**config.mk**
```make
export PLATFORM = sky130hd
export DESIGN_NAME = sorted_list_engine_flat
export DESIGN_NICKNAME = d
export VERILOG_FILES = /design/src/rtl/sle_pkg.sv /design/src/rtl/sle_if.sv /design/src/rtl/sorted_list_engine.sv /design/src/rtl/sle_cell.sv /design/src/flat_wrapper.sv
export SDC_FILE = /design/constraint.sdc
export NUM_CORES = 2
export LEC_CHECK = 0
export ABC_AREA = 1
export BUFFER_PORTS_ARGS = -buffer_cell sky130_fd_sc_hd__buf_2
export CORE_MARGIN = 10
export CORE_UTILIZATION = 46
export CTS_BUF_LIST = sky130_fd_sc_hd__clkbuf_16
export CTS_CLUSTER_SIZE = 40
export DETAILED_ROUTE_END_ITERATION = 8
export PLACE_DENSITY = 0.7
export SYNTH_ARGS = -nofsm -noshare
export SYNTH_HDL_FRONTEND = slang
export SYNTH_SLANG_ARGS = --single-unit
```
**constraint.sdc**
```tcl
create_clock -name clock -period 10 [get_ports clock]
set_input_delay 1 -clock clock [delete_from_list [all_inputs] [get_ports clock]]
set_output_delay 1 -clock clock [all_outputs]
set_load 0.05 [all_outputs]
```
**src/rtl/sle_pkg.sv**
```systemverilog
// Shared types, constants and codes for the sorted list engine.
`timescale 1ns / 1ps
`default_nettype none

package sle_pkg;

   // Storage shape of the list.
   localparam int CAPACITY    = 16;
   localparam int VALUE_WIDTH = 32;
   localparam int CELL_W      = $clog2(CAPACITY);
   localparam int CNT_W       = $clog2(CAPACITY + 1);

   // Field widths of the two channels.
   localparam int OP_W     = 3;
   localparam int IDX_W    = 4;
   localparam int POS_W    = 4;
   localparam int STATUS_W = 2;
   localparam int COUNT_W  = 5;

   typedef logic signed [VALUE_WIDTH-1:0] value_type;

   // Operation codes.
   localparam logic [OP_W-1:0] OP_INSERT  = 3'd0;
   localparam logic [OP_W-1:0] OP_REMOVE  = 3'd1;
   localparam logic [OP_W-1:0] OP_REPLACE = 3'd2;
   localparam logic [OP_W-1:0] OP_GET     = 3'd3;
   localparam logic [OP_W-1:0] OP_FIND    = 3'd4;
   localparam logic [OP_W-1:0] OP_CLEAR   = 3'd5;

   // Status codes.
   localparam logic [STATUS_W-1:0] STATUS_OK        = 2'd0;
   localparam logic [STATUS_W-1:0] STATUS_BAD_INDEX = 2'd1;
   localparam logic [STATUS_W-1:0] STATUS_FULL      = 2'd2;

   // Sequencer states: the second pass of a replace is a state of its own.
   typedef enum logic {
      ST_IDLE,
      ST_REINSERT
   } sle_state_type;

   // Control broadcast to every cell of the row.
   typedef struct packed {
      logic              ins_en;
      logic              rem_en;
      value_type         value;
      logic [CELL_W-1:0] index;
      logic [CNT_W-1:0]  count;
   } cell_ctl_type;

endpackage

`default_nettype wire

```
**src/rtl/sle_if.sv**
```systemverilog
// Request and response channel interfaces of the sorted list engine.
`timescale 1ns / 1ps
`default_nettype none

interface sle_req_if import sle_pkg::*; ();
   logic                   valid;
   logic                   ready;
   logic [OP_W-1:0]        operation;
   logic signed [31:0]     value;
   logic [IDX_W-1:0]       index;

   modport source (output valid, output operation, output value, output index,
                   input ready);
   modport sink   (input valid, input operation, input value, input index,
                   output ready);
endinterface

interface sle_rsp_if import sle_pkg::*; ();
   logic                   valid;
   logic                   ready;
   logic [POS_W-1:0]       position;
   logic signed [31:0]     element;
   logic                   found;
   logic [STATUS_W-1:0]    status;
   logic [COUNT_W-1:0]     count;

   modport source (output valid, output position, output element, output found,
                   output status, output count, input ready);
   modport sink   (input valid, input position, input element, input found,
                   input status, input count, output ready);
endinterface

`default_nettype wire

```
**src/rtl/sorted_list_engine.sv**
```systemverilog
// Top level of the sorted list engine: sequencer, cell row and response register.
//
//   Channel    Direction  Content
//   req_chan   in         operation, value, index
//   rsp_chan   out        position, element, found, status, count
//
// Every operation but a successful replace makes one pass through the cell row; such a
// replace makes two, a removal pass and then an insertion pass through the cell row.
// Reset clears the fill count, the sequencer and the response valid; entries
// hold whatever they last held. A response waits in its register until taken,
// and a new request is taken in the same cycle that the waiting one transfers.
`timescale 1ns / 1ps
`default_nettype none

module sorted_list_engine import sle_pkg::*; (
   input wire logic clock,
   input wire logic reset,
   sle_req_if.sink  req_chan,
   sle_rsp_if.source rsp_chan
);

   sle_state_type     state_ff;
   sle_state_type     state_in;
   logic [CNT_W-1:0]  count_ff;
   logic [CNT_W-1:0]  count_in;
   value_type         value_ff;
   logic              rsp_valid_ff;
   logic [POS_W-1:0]  position_ff;
   value_type         element_ff;
   logic              found_ff;
   logic [STATUS_W-1:0] status_ff;

   logic              req_fire;
   logic              idx_ok;
   logic              full;
   logic              rsp_load;
   logic [POS_W-1:0]  rsp_position;
   value_type         rsp_element;
   logic              rsp_found;
   logic [STATUS_W-1:0] rsp_status;
   cell_ctl_type      ctl;

   value_type         cell_entry [CAPACITY];
   logic [CAPACITY-1:0] cell_lt;
   logic [CAPACITY-1:0] cell_eq;
   logic [CAPACITY:0] lt_ext;
   logic [CELL_W-1:0] ins_pos;
   value_type         read_entry;

   // Handshake.
   assign req_chan.ready = (state_ff == ST_IDLE) && (!rsp_valid_ff || rsp_chan.ready);
   assign req_fire       = req_chan.valid && req_chan.ready;
   assign idx_ok         = (CNT_W'(req_chan.index) < count_ff);
   assign full           = (count_ff == CNT_W'(CAPACITY));

   // Row of cells.
   for (genvar i = 0; i < CAPACITY; i++) begin : g_cell
      logic      left_lt;
      value_type left_entry;
      value_type right_entry;

      if (i == 0) begin : g_first
         assign left_lt    = 1'b1;
         assign left_entry = '0;
      end else begin : g_inner
         assign left_lt    = cell_lt[i-1];
         assign left_entry = cell_entry[i-1];
      end

      if (i == CAPACITY - 1) begin : g_last
         assign right_entry = '0;
      end else begin : g_body
         assign right_entry = cell_entry[i+1];
      end

      sle_cell u_cell (
         .clock       (clock),
         .cell_index  (CELL_W'(i)),
         .ctl         (ctl),
         .left_lt     (left_lt),
         .left_entry  (left_entry),
         .right_entry (right_entry),
         .entry       (cell_entry[i]),
         .lt          (cell_lt[i]),
         .eq          (cell_eq[i])
      );
   end

   // The less-than flags form a prefix; the slot sits just past its end.
   assign lt_ext = {1'b0, cell_lt};

   always_comb begin
      ins_pos = '0;
      for (int i = 0; i < CAPACITY; i++) begin
         if (lt_ext[i] && !lt_ext[i+1]) begin
            ins_pos = ins_pos | CELL_W'(i + 1);
         end
      end
   end

   // Entry at the requested index.
   always_comb begin
      read_entry = '0;
      for (int i = 0; i < CAPACITY; i++) begin
         if (CELL_W'(i) == CELL_W'(req_chan.index)) begin
            read_entry = read_entry | cell_entry[i];
         end
      end
   end

   // Next state.
   always_comb begin
      state_in = state_ff;
      case (state_ff)
         ST_IDLE: begin
            if (req_fire && (req_chan.operation == OP_REPLACE) && idx_ok) begin
               state_in = ST_REINSERT;
            end
         end
         ST_REINSERT: begin
            state_in = ST_IDLE;
         end
         default: begin
            state_in = ST_IDLE;
         end
      endcase
   end

   // Outputs of the sequencer: cell control, fill count and response contents.
   always_comb begin
      ctl.ins_en   = 1'b0;
      ctl.rem_en   = 1'b0;
      ctl.value    = req_chan.value;
      ctl.index    = CELL_W'(req_chan.index);
      ctl.count    = count_ff;
      count_in     = count_ff;
      rsp_load     = 1'b0;
      rsp_position = '0;
      rsp_element  = '0;
      rsp_found    = 1'b0;
      rsp_status   = STATUS_OK;
      case (state_ff)
         ST_IDLE: begin
            if (req_fire) begin
               rsp_load = 1'b1;
               case (req_chan.operation)
                  OP_INSERT: begin
                     if (full) begin
                        rsp_status = STATUS_FULL;
                     end else begin
                        ctl.ins_en   = 1'b1;
                        count_in     = count_ff + 1'b1;
                        rsp_position = POS_W'(ins_pos);
                     end
                  end
                  OP_REMOVE: begin
                     if (idx_ok) begin
                        ctl.rem_en = 1'b1;
                        count_in   = count_ff - 1'b1;
                     end else begin
                        rsp_status = STATUS_BAD_INDEX;
                     end
                  end
                  OP_REPLACE: begin
                     if (idx_ok) begin
                        ctl.rem_en = 1'b1;
                        count_in   = count_ff - 1'b1;
                        rsp_load   = 1'b0;
                     end else begin
                        rsp_status = STATUS_BAD_INDEX;
                     end
                  end
                  OP_GET: begin
                     if (idx_ok) begin
                        rsp_element = read_entry;
                     end else begin
                        rsp_status = STATUS_BAD_INDEX;
                     end
                  end
                  OP_FIND: begin
                     rsp_found = |cell_eq;
                  end
                  OP_CLEAR: begin
                     count_in = '0;
                  end
                  default: begin
                  end
               endcase
            end
         end
         ST_REINSERT: begin
            ctl.value    = value_ff;
            ctl.ins_en   = 1'b1;
            count_in     = count_ff + 1'b1;
            rsp_load     = 1'b1;
            rsp_position = POS_W'(ins_pos);
         end
         default: begin
         end
      endcase
   end

   // Control registers.
   always_ff @(posedge clock) begin
      if (reset) begin
         state_ff     <= ST_IDLE;
         count_ff     <= '0;
         rsp_valid_ff <= 1'b0;
      end else begin
         state_ff <= state_in;
         count_ff <= count_in;
         if (rsp_load) begin
            rsp_valid_ff <= 1'b1;
         end else if (rsp_chan.ready) begin
            rsp_valid_ff <= 1'b0;
         end
      end
   end

   // Response payload and the value held over for the second replace pass.
   always_ff @(posedge clock) begin
      if (req_fire) begin
         value_ff <= req_chan.value;
      end
      if (rsp_load) begin
         position_ff <= rsp_position;
         element_ff  <= rsp_element;
         found_ff    <= rsp_found;
         status_ff   <= rsp_status;
      end
   end

   assign rsp_chan.valid    = rsp_valid_ff;
   assign rsp_chan.position = position_ff;
   assign rsp_chan.element  = element_ff;
   assign rsp_chan.found    = found_ff;
   assign rsp_chan.status   = status_ff;
   assign rsp_chan.count    = COUNT_W'(count_ff);

endmodule

`default_nettype wire

```
**src/rtl/sle_cell.sv**
```systemverilog
// One storage cell of the sorted list: holds one entry and shifts with its neighbours.
`timescale 1ns / 1ps
`default_nettype none

module sle_cell import sle_pkg::*; (
   input  wire logic              clock,
   input  wire logic [CELL_W-1:0] cell_index,
   input  wire cell_ctl_type      ctl,
   input  wire logic              left_lt,
   input  wire value_type         left_entry,
   input  wire value_type         right_entry,
   output      value_type         entry,
   output      logic              lt,
   output      logic              eq
);

   value_type entry_ff;
   value_type entry_in;
   logic      valid;

   // The cell holds a live entry when it lies below the fill count.
   assign valid = (CNT_W'(cell_index) < ctl.count);

   // Parallel compares against the broadcast value.
   assign lt    = valid && (ctl.value > entry_ff);
   assign eq    = valid && (ctl.value == entry_ff);
   assign entry = entry_ff;

   // Insert: cells below the slot keep, the slot loads, the rest shift right.
   // Remove: cells from the index upwards take their right neighbour.
   always_comb begin
      entry_in = entry_ff;
      if (ctl.ins_en) begin
         if (lt) begin
            entry_in = entry_ff;
         end else if (left_lt) begin
            entry_in = ctl.value;
         end else begin
            entry_in = left_entry;
         end
      end else if (ctl.rem_en) begin
         if (cell_index >= ctl.index) begin
            entry_in = right_entry;
         end
      end
   end

   always_ff @(posedge clock) begin
      entry_ff <= entry_in;
   end

endmodule

`default_nettype wire

```
**src/flat_wrapper.sv**
```systemverilog
// flat-port wrapper written by rule: the top's interface ports become plain ports
module sorted_list_engine_flat import sle_pkg::*;
  (clock, reset, req_chan_valid, req_chan_operation, req_chan_value, req_chan_index, req_chan_ready, rsp_chan_valid, rsp_chan_position, rsp_chan_element, rsp_chan_found, rsp_chan_status, rsp_chan_count, rsp_chan_ready);
  sle_req_if req_chan_i ();
  sle_rsp_if rsp_chan_i ();
  input wire logic clock;
  input wire logic reset;
  input wire logic [$bits(req_chan_i.valid)-1:0] req_chan_valid;
  input wire logic [$bits(req_chan_i.operation)-1:0] req_chan_operation;
  input wire logic [$bits(req_chan_i.value)-1:0] req_chan_value;
  input wire logic [$bits(req_chan_i.index)-1:0] req_chan_index;
  output wire logic [$bits(req_chan_i.ready)-1:0] req_chan_ready;
  output wire logic [$bits(rsp_chan_i.valid)-1:0] rsp_chan_valid;
  output wire logic [$bits(rsp_chan_i.position)-1:0] rsp_chan_position;
  output wire logic [$bits(rsp_chan_i.element)-1:0] rsp_chan_element;
  output wire logic [$bits(rsp_chan_i.found)-1:0] rsp_chan_found;
  output wire logic [$bits(rsp_chan_i.status)-1:0] rsp_chan_status;
  output wire logic [$bits(rsp_chan_i.count)-1:0] rsp_chan_count;
  input wire logic [$bits(rsp_chan_i.ready)-1:0] rsp_chan_ready;
  assign req_chan_i.valid = req_chan_valid;
  assign req_chan_i.operation = req_chan_operation;
  assign req_chan_i.value = req_chan_value;
  assign req_chan_i.index = req_chan_index;
  assign req_chan_ready = req_chan_i.ready;
  assign rsp_chan_valid = rsp_chan_i.valid;
  assign rsp_chan_position = rsp_chan_i.position;
  assign rsp_chan_element = rsp_chan_i.element;
  assign rsp_chan_found = rsp_chan_i.found;
  assign rsp_chan_status = rsp_chan_i.status;
  assign rsp_chan_count = rsp_chan_i.count;
  assign rsp_chan_i.ready = rsp_chan_ready;
  sorted_list_engine u_core (.clock(clock), .reset(reset), .req_chan(req_chan_i), .rsp_chan(rsp_chan_i));
endmodule
```
==> results.md <==
* Status: completed
* WS Path Type: flop to flop
* Max IR drop VDD at 0.000123 V
* Startpoint types: flop
* Max_slew headroom at between 4 and 5%
* Area after DPL at 46500 µm²
* Adder-cell share of the synthesized area at 14.4%
* Net Sw Power at around 2.4 mW
* Core area at 97100 µm²
* Largest net degree at the start of global routing at 238
* 1st-iter DRT viols at just under 8000
* CTS tree: yes
* Die area at 111000 µm²
* Hold-critical path depth at 1
* Num CTS Buffers at 71
* Clock tree buffer depth at 3
* Cells after Synth at 5314
* Mux cell area share after synthesis at 0.0442%
* Part of the Yosys area used for sequential elements at 39.0%
* Filler cells at 9027
* Largest family of logic cells by synthesized area: compound AO/OA/AOI/OAI gates
* GPL Wtd Cong at 1.10
* Overflow after GRT at 0
* Max_cap viols at 0
* Post-route cell area at about 49000 µm²
* Initial antenna violation count at 17
* RSZ-0062 raised after global routing: no
* HP Start: req_chan_value[6]
* Max-slew violations at 0
* Post-CTS setup buffers at 0
* Global Route Usage Sum at 34.4%
* IO buf count at 88
* Synth warnings at 0
* Final setup vio count at 0
* Worst Tran Pin Value at 1420 ps
* DRC Markers at 0
* Clock share of power at a little under two fifths
* Final antenna-violating net count at 0
* Worst Path Required at 10290 ps
* Register share of total power at 40.9%
* Max Fclk at ~150 MHz
* CP endpoint kind: flop
* Pwr Density at between 100 and 150 nW/µm²
* Final period utilization at 67.9%
* Die height at between 300 and 400 µm
* First-pass DRT Iterations at 7
* Crit Path Max Fanout at 37
* I/O Pins at 89
* Hold Path Class: input port to flop
* Post-Synth XOR/XNOR Area at 0.0968%
* Nets at 5848
* Combinational power share at 21.7%
* Switching portion of total power at 33.1%
* Number of global-route vias before repair at 39900
* Register bit total from synthesis at a little under 600
* Clk sinks at 590
* Leak Pwr at 20.9 nW
* Initial Utilization at 46.6%
* Top_reg_cell synth: edfxtp_1
* Ys async rst share at 0%
* H-tree depth at 3
* WL final at around 200000 µm
* Post-Synth Simple-Gate Area at 13.6%
* Setup crit start: u_core.state_ff$_SDFF_PP0_
* Worst-path clk slew at 60 ps
* Hold_buf cts at 0
* Final TNS setup at 0 ps
* Avg Cell Area, Syn at 8.52 µm²
* WL/cell at roughly 30 µm
* Clock Root Buffer: clkbuf_16
* R2r worst-path depth at 21
* Final Hold Vio Count at 0
* Compound-Gate Fraction of Synth Area at 23.2%
* Count of cell types in the netlist at between 50 and 60
* Skew final at 25.4 ps
* Post-synth EDFFs at 583
* Hpwl dp at between 100000 and 150000 µm
* Share of cells above drive strength 1 at 8.14%
* Layout area overhead at 7.98%
* Post_cts resized at 0
* Die W at ~330 µm
* Mapped cell area at 45200 µm²
* Skew-Pair Late Insertion Delay at between 600 and 700 ps
* First-pass GRT wire length at about 280000 µm
* WP data arrival at 7080 ps
* Via/cell ratio at 6.64
* Row count at about 110
* DR vias at 44000
* Cell-internal power at 4.77 mW
* Final core utilization at 50.3%
* Final Critical Period at a little under 7000 ps
* Syn_nets at between 5000 and 6000
* Critical R2R Launch: u_core.state_ff$_SDFF_PP0_
-- cells in the final DEF, fill, tap and decap left out, types with 8 or more instances in the layout --
cell,synthesis,final
nor2_2,21,22
clkbuf_16,0,76
clkinv_2,0,13
nand2_1,1052,1047
nand3b_1,8,8
o221ai_1,10,10
edfxtp_1,583,583
o21a_1,28,28
o21bai_1,9,9
a31oi_1,9,9
nand2_2,5,9
o211ai_1,346,346
nor2_1,215,211
a221oi_1,81,81
a21o_1,10,10
a21oi_1,274,274
o21ai_0,550,547
buf_4,26,97
ha_1,519,519
nor4_1,16,16
or2_2,32,32
nand3_1,39,38
inv_2,7,19
buf_2,134,88
a22oi_1,32,32
inv_1,729,730
nand4_1,35,35
clkinv_1,2,23
diode_2,0,8
o22ai_1,192,192
o211ai_2,32,32
o21ai_1,91,91
nor3_1,20,20
a41oi_1,19,19
-- power by group through the flow --
stage / logic (mW) / clock network, mW / registers, mW
floorplan: 0.924 / 0 / 2.99
global placement: 1.44 / 0 / 2.96
detailed placement: 1.47 / 0 / 2.96
CTS: 1.48 / 2.66 / 2.91
global route: 1.64 / 2.74 / 2.92
finish: 1.55 / 2.67 / 2.91
-- synth_stat cells (all sizes together) (81+ instances only) --
cell | number | area share, %
clkbuf | 87 | 0.72
nand2 | 1057 | 8.8
buf | 201 | 2.8
a221oi | 81 | 1.6
inv | 737 | 6.1
o21ai | 641 | 7.1
a21oi | 276 | 3.1
ha | 519 | 14
nor2 | 238 | 2.1
o22ai | 192 | 2.7
edfxtp | 583 | 39
o211ai | 378 | 6.6
-- per-stage QoR --
stage               total power, mW  hold slack [ps]  instances  worst slack [ps]
floorplan                      3.91              555       5314              4120
global placement               4.40              572       6489              3640
detailed placement             4.43              583       6489              3500
CTS                            7.04              516       6620              3460
global route                   7.31              535       6620              3010
finish                         7.13              537       6628              3210
-- final cells by class --
class / count / area (µm²) / share of cell area [%]
Clock buffer: 76 / 1900 / 3.89
Multi-Input combinational cell: 3697 / 23300 / 47.7
Tap cell: 1276 / 1600 / 3.27
Timing Repair Buffer: 187 / 1210 / 2.47
Sequential cell: 590 / 17600 / 36.1
Inverter: 739 / 2780 / 5.68
Antenna cell: 8 / 20.0 / 0.0410
Clock inverter: 55 / 398 / 0.814
-- final timing paths --
| kind | slack [ps] | endpoint |
|---|---|---|
| worst min register to register | 600 | u_core.g_cell[6].u_cell.entry[15]$_DFFE_PP_ |
| worst max-delay path | 3210 | u_core.g_cell[10].u_cell.entry[5]$_DFFE_PP_ |
| worst min-delay path | 540 | u_core.value_ff[6]$_DFFE_PP_ |
| worst max register to register | 3210 | u_core.g_cell[10].u_cell.entry[5]$_DFFE_PP_ |
-- registers in the layout, summed over array words and instances (netlist names) --
signal	cells
u_core.rsp_chan.found	1
u_core.g_cell.u_cell.entry	512
u_core.rsp_chan.element	32
u_core.rsp_chan.valid	1
u_core.value_ff	32
u_core.rsp_chan.status	2
u_core.rsp_chan.count	5
u_core.state_ff	1
u_core.rsp_chan.position	4
-- routing by layer --
layer / part of all wire [%] / track usage [%] / vias up
met4: 7.9 / 23.3 / 20
met3: 15 / 11.9 / 836
met2: 40 / 47.6 / 3677
met1: 37 / 44.7 / 20600
li1: - / - / 18900
met5: 0.074 / 0 / -
-- worst max-delay path, stage by stage, from the launching register on --
cell	delay [ps]
dfxtp_2	310
buf_4	440
inv_2	430
or2_2	390
o21ai_0	450
inv_1	860
ha_1	560
nand2_1	70
nand2_1	40
nand2_1	50
nand2_1	40
nand2_1	50
nand2_1	50
nand2_1	70
nand2_1	80
nand2_1	160
nand3_2	110
nand3_4	440
buf_4	560
o22ai_1	170
inv_2	470
buf_4	480
-- cells by family (layout without fill, tap and decap cells) --
group | after synthesis | in the layout
AOI/OAI and AO/OA | 1697 | 1697
xor gates and xnor gates | 5 | 5
adders and majority gates | 519 | 519
buffers and inverters | 1027 | 1057
DFF | 590 | 590
muxes | 2 | 2
other | 0 | 8
and+or+nand+nor | 1474 | 1474
Note: power is estimated with default switching activity, not from simulation.
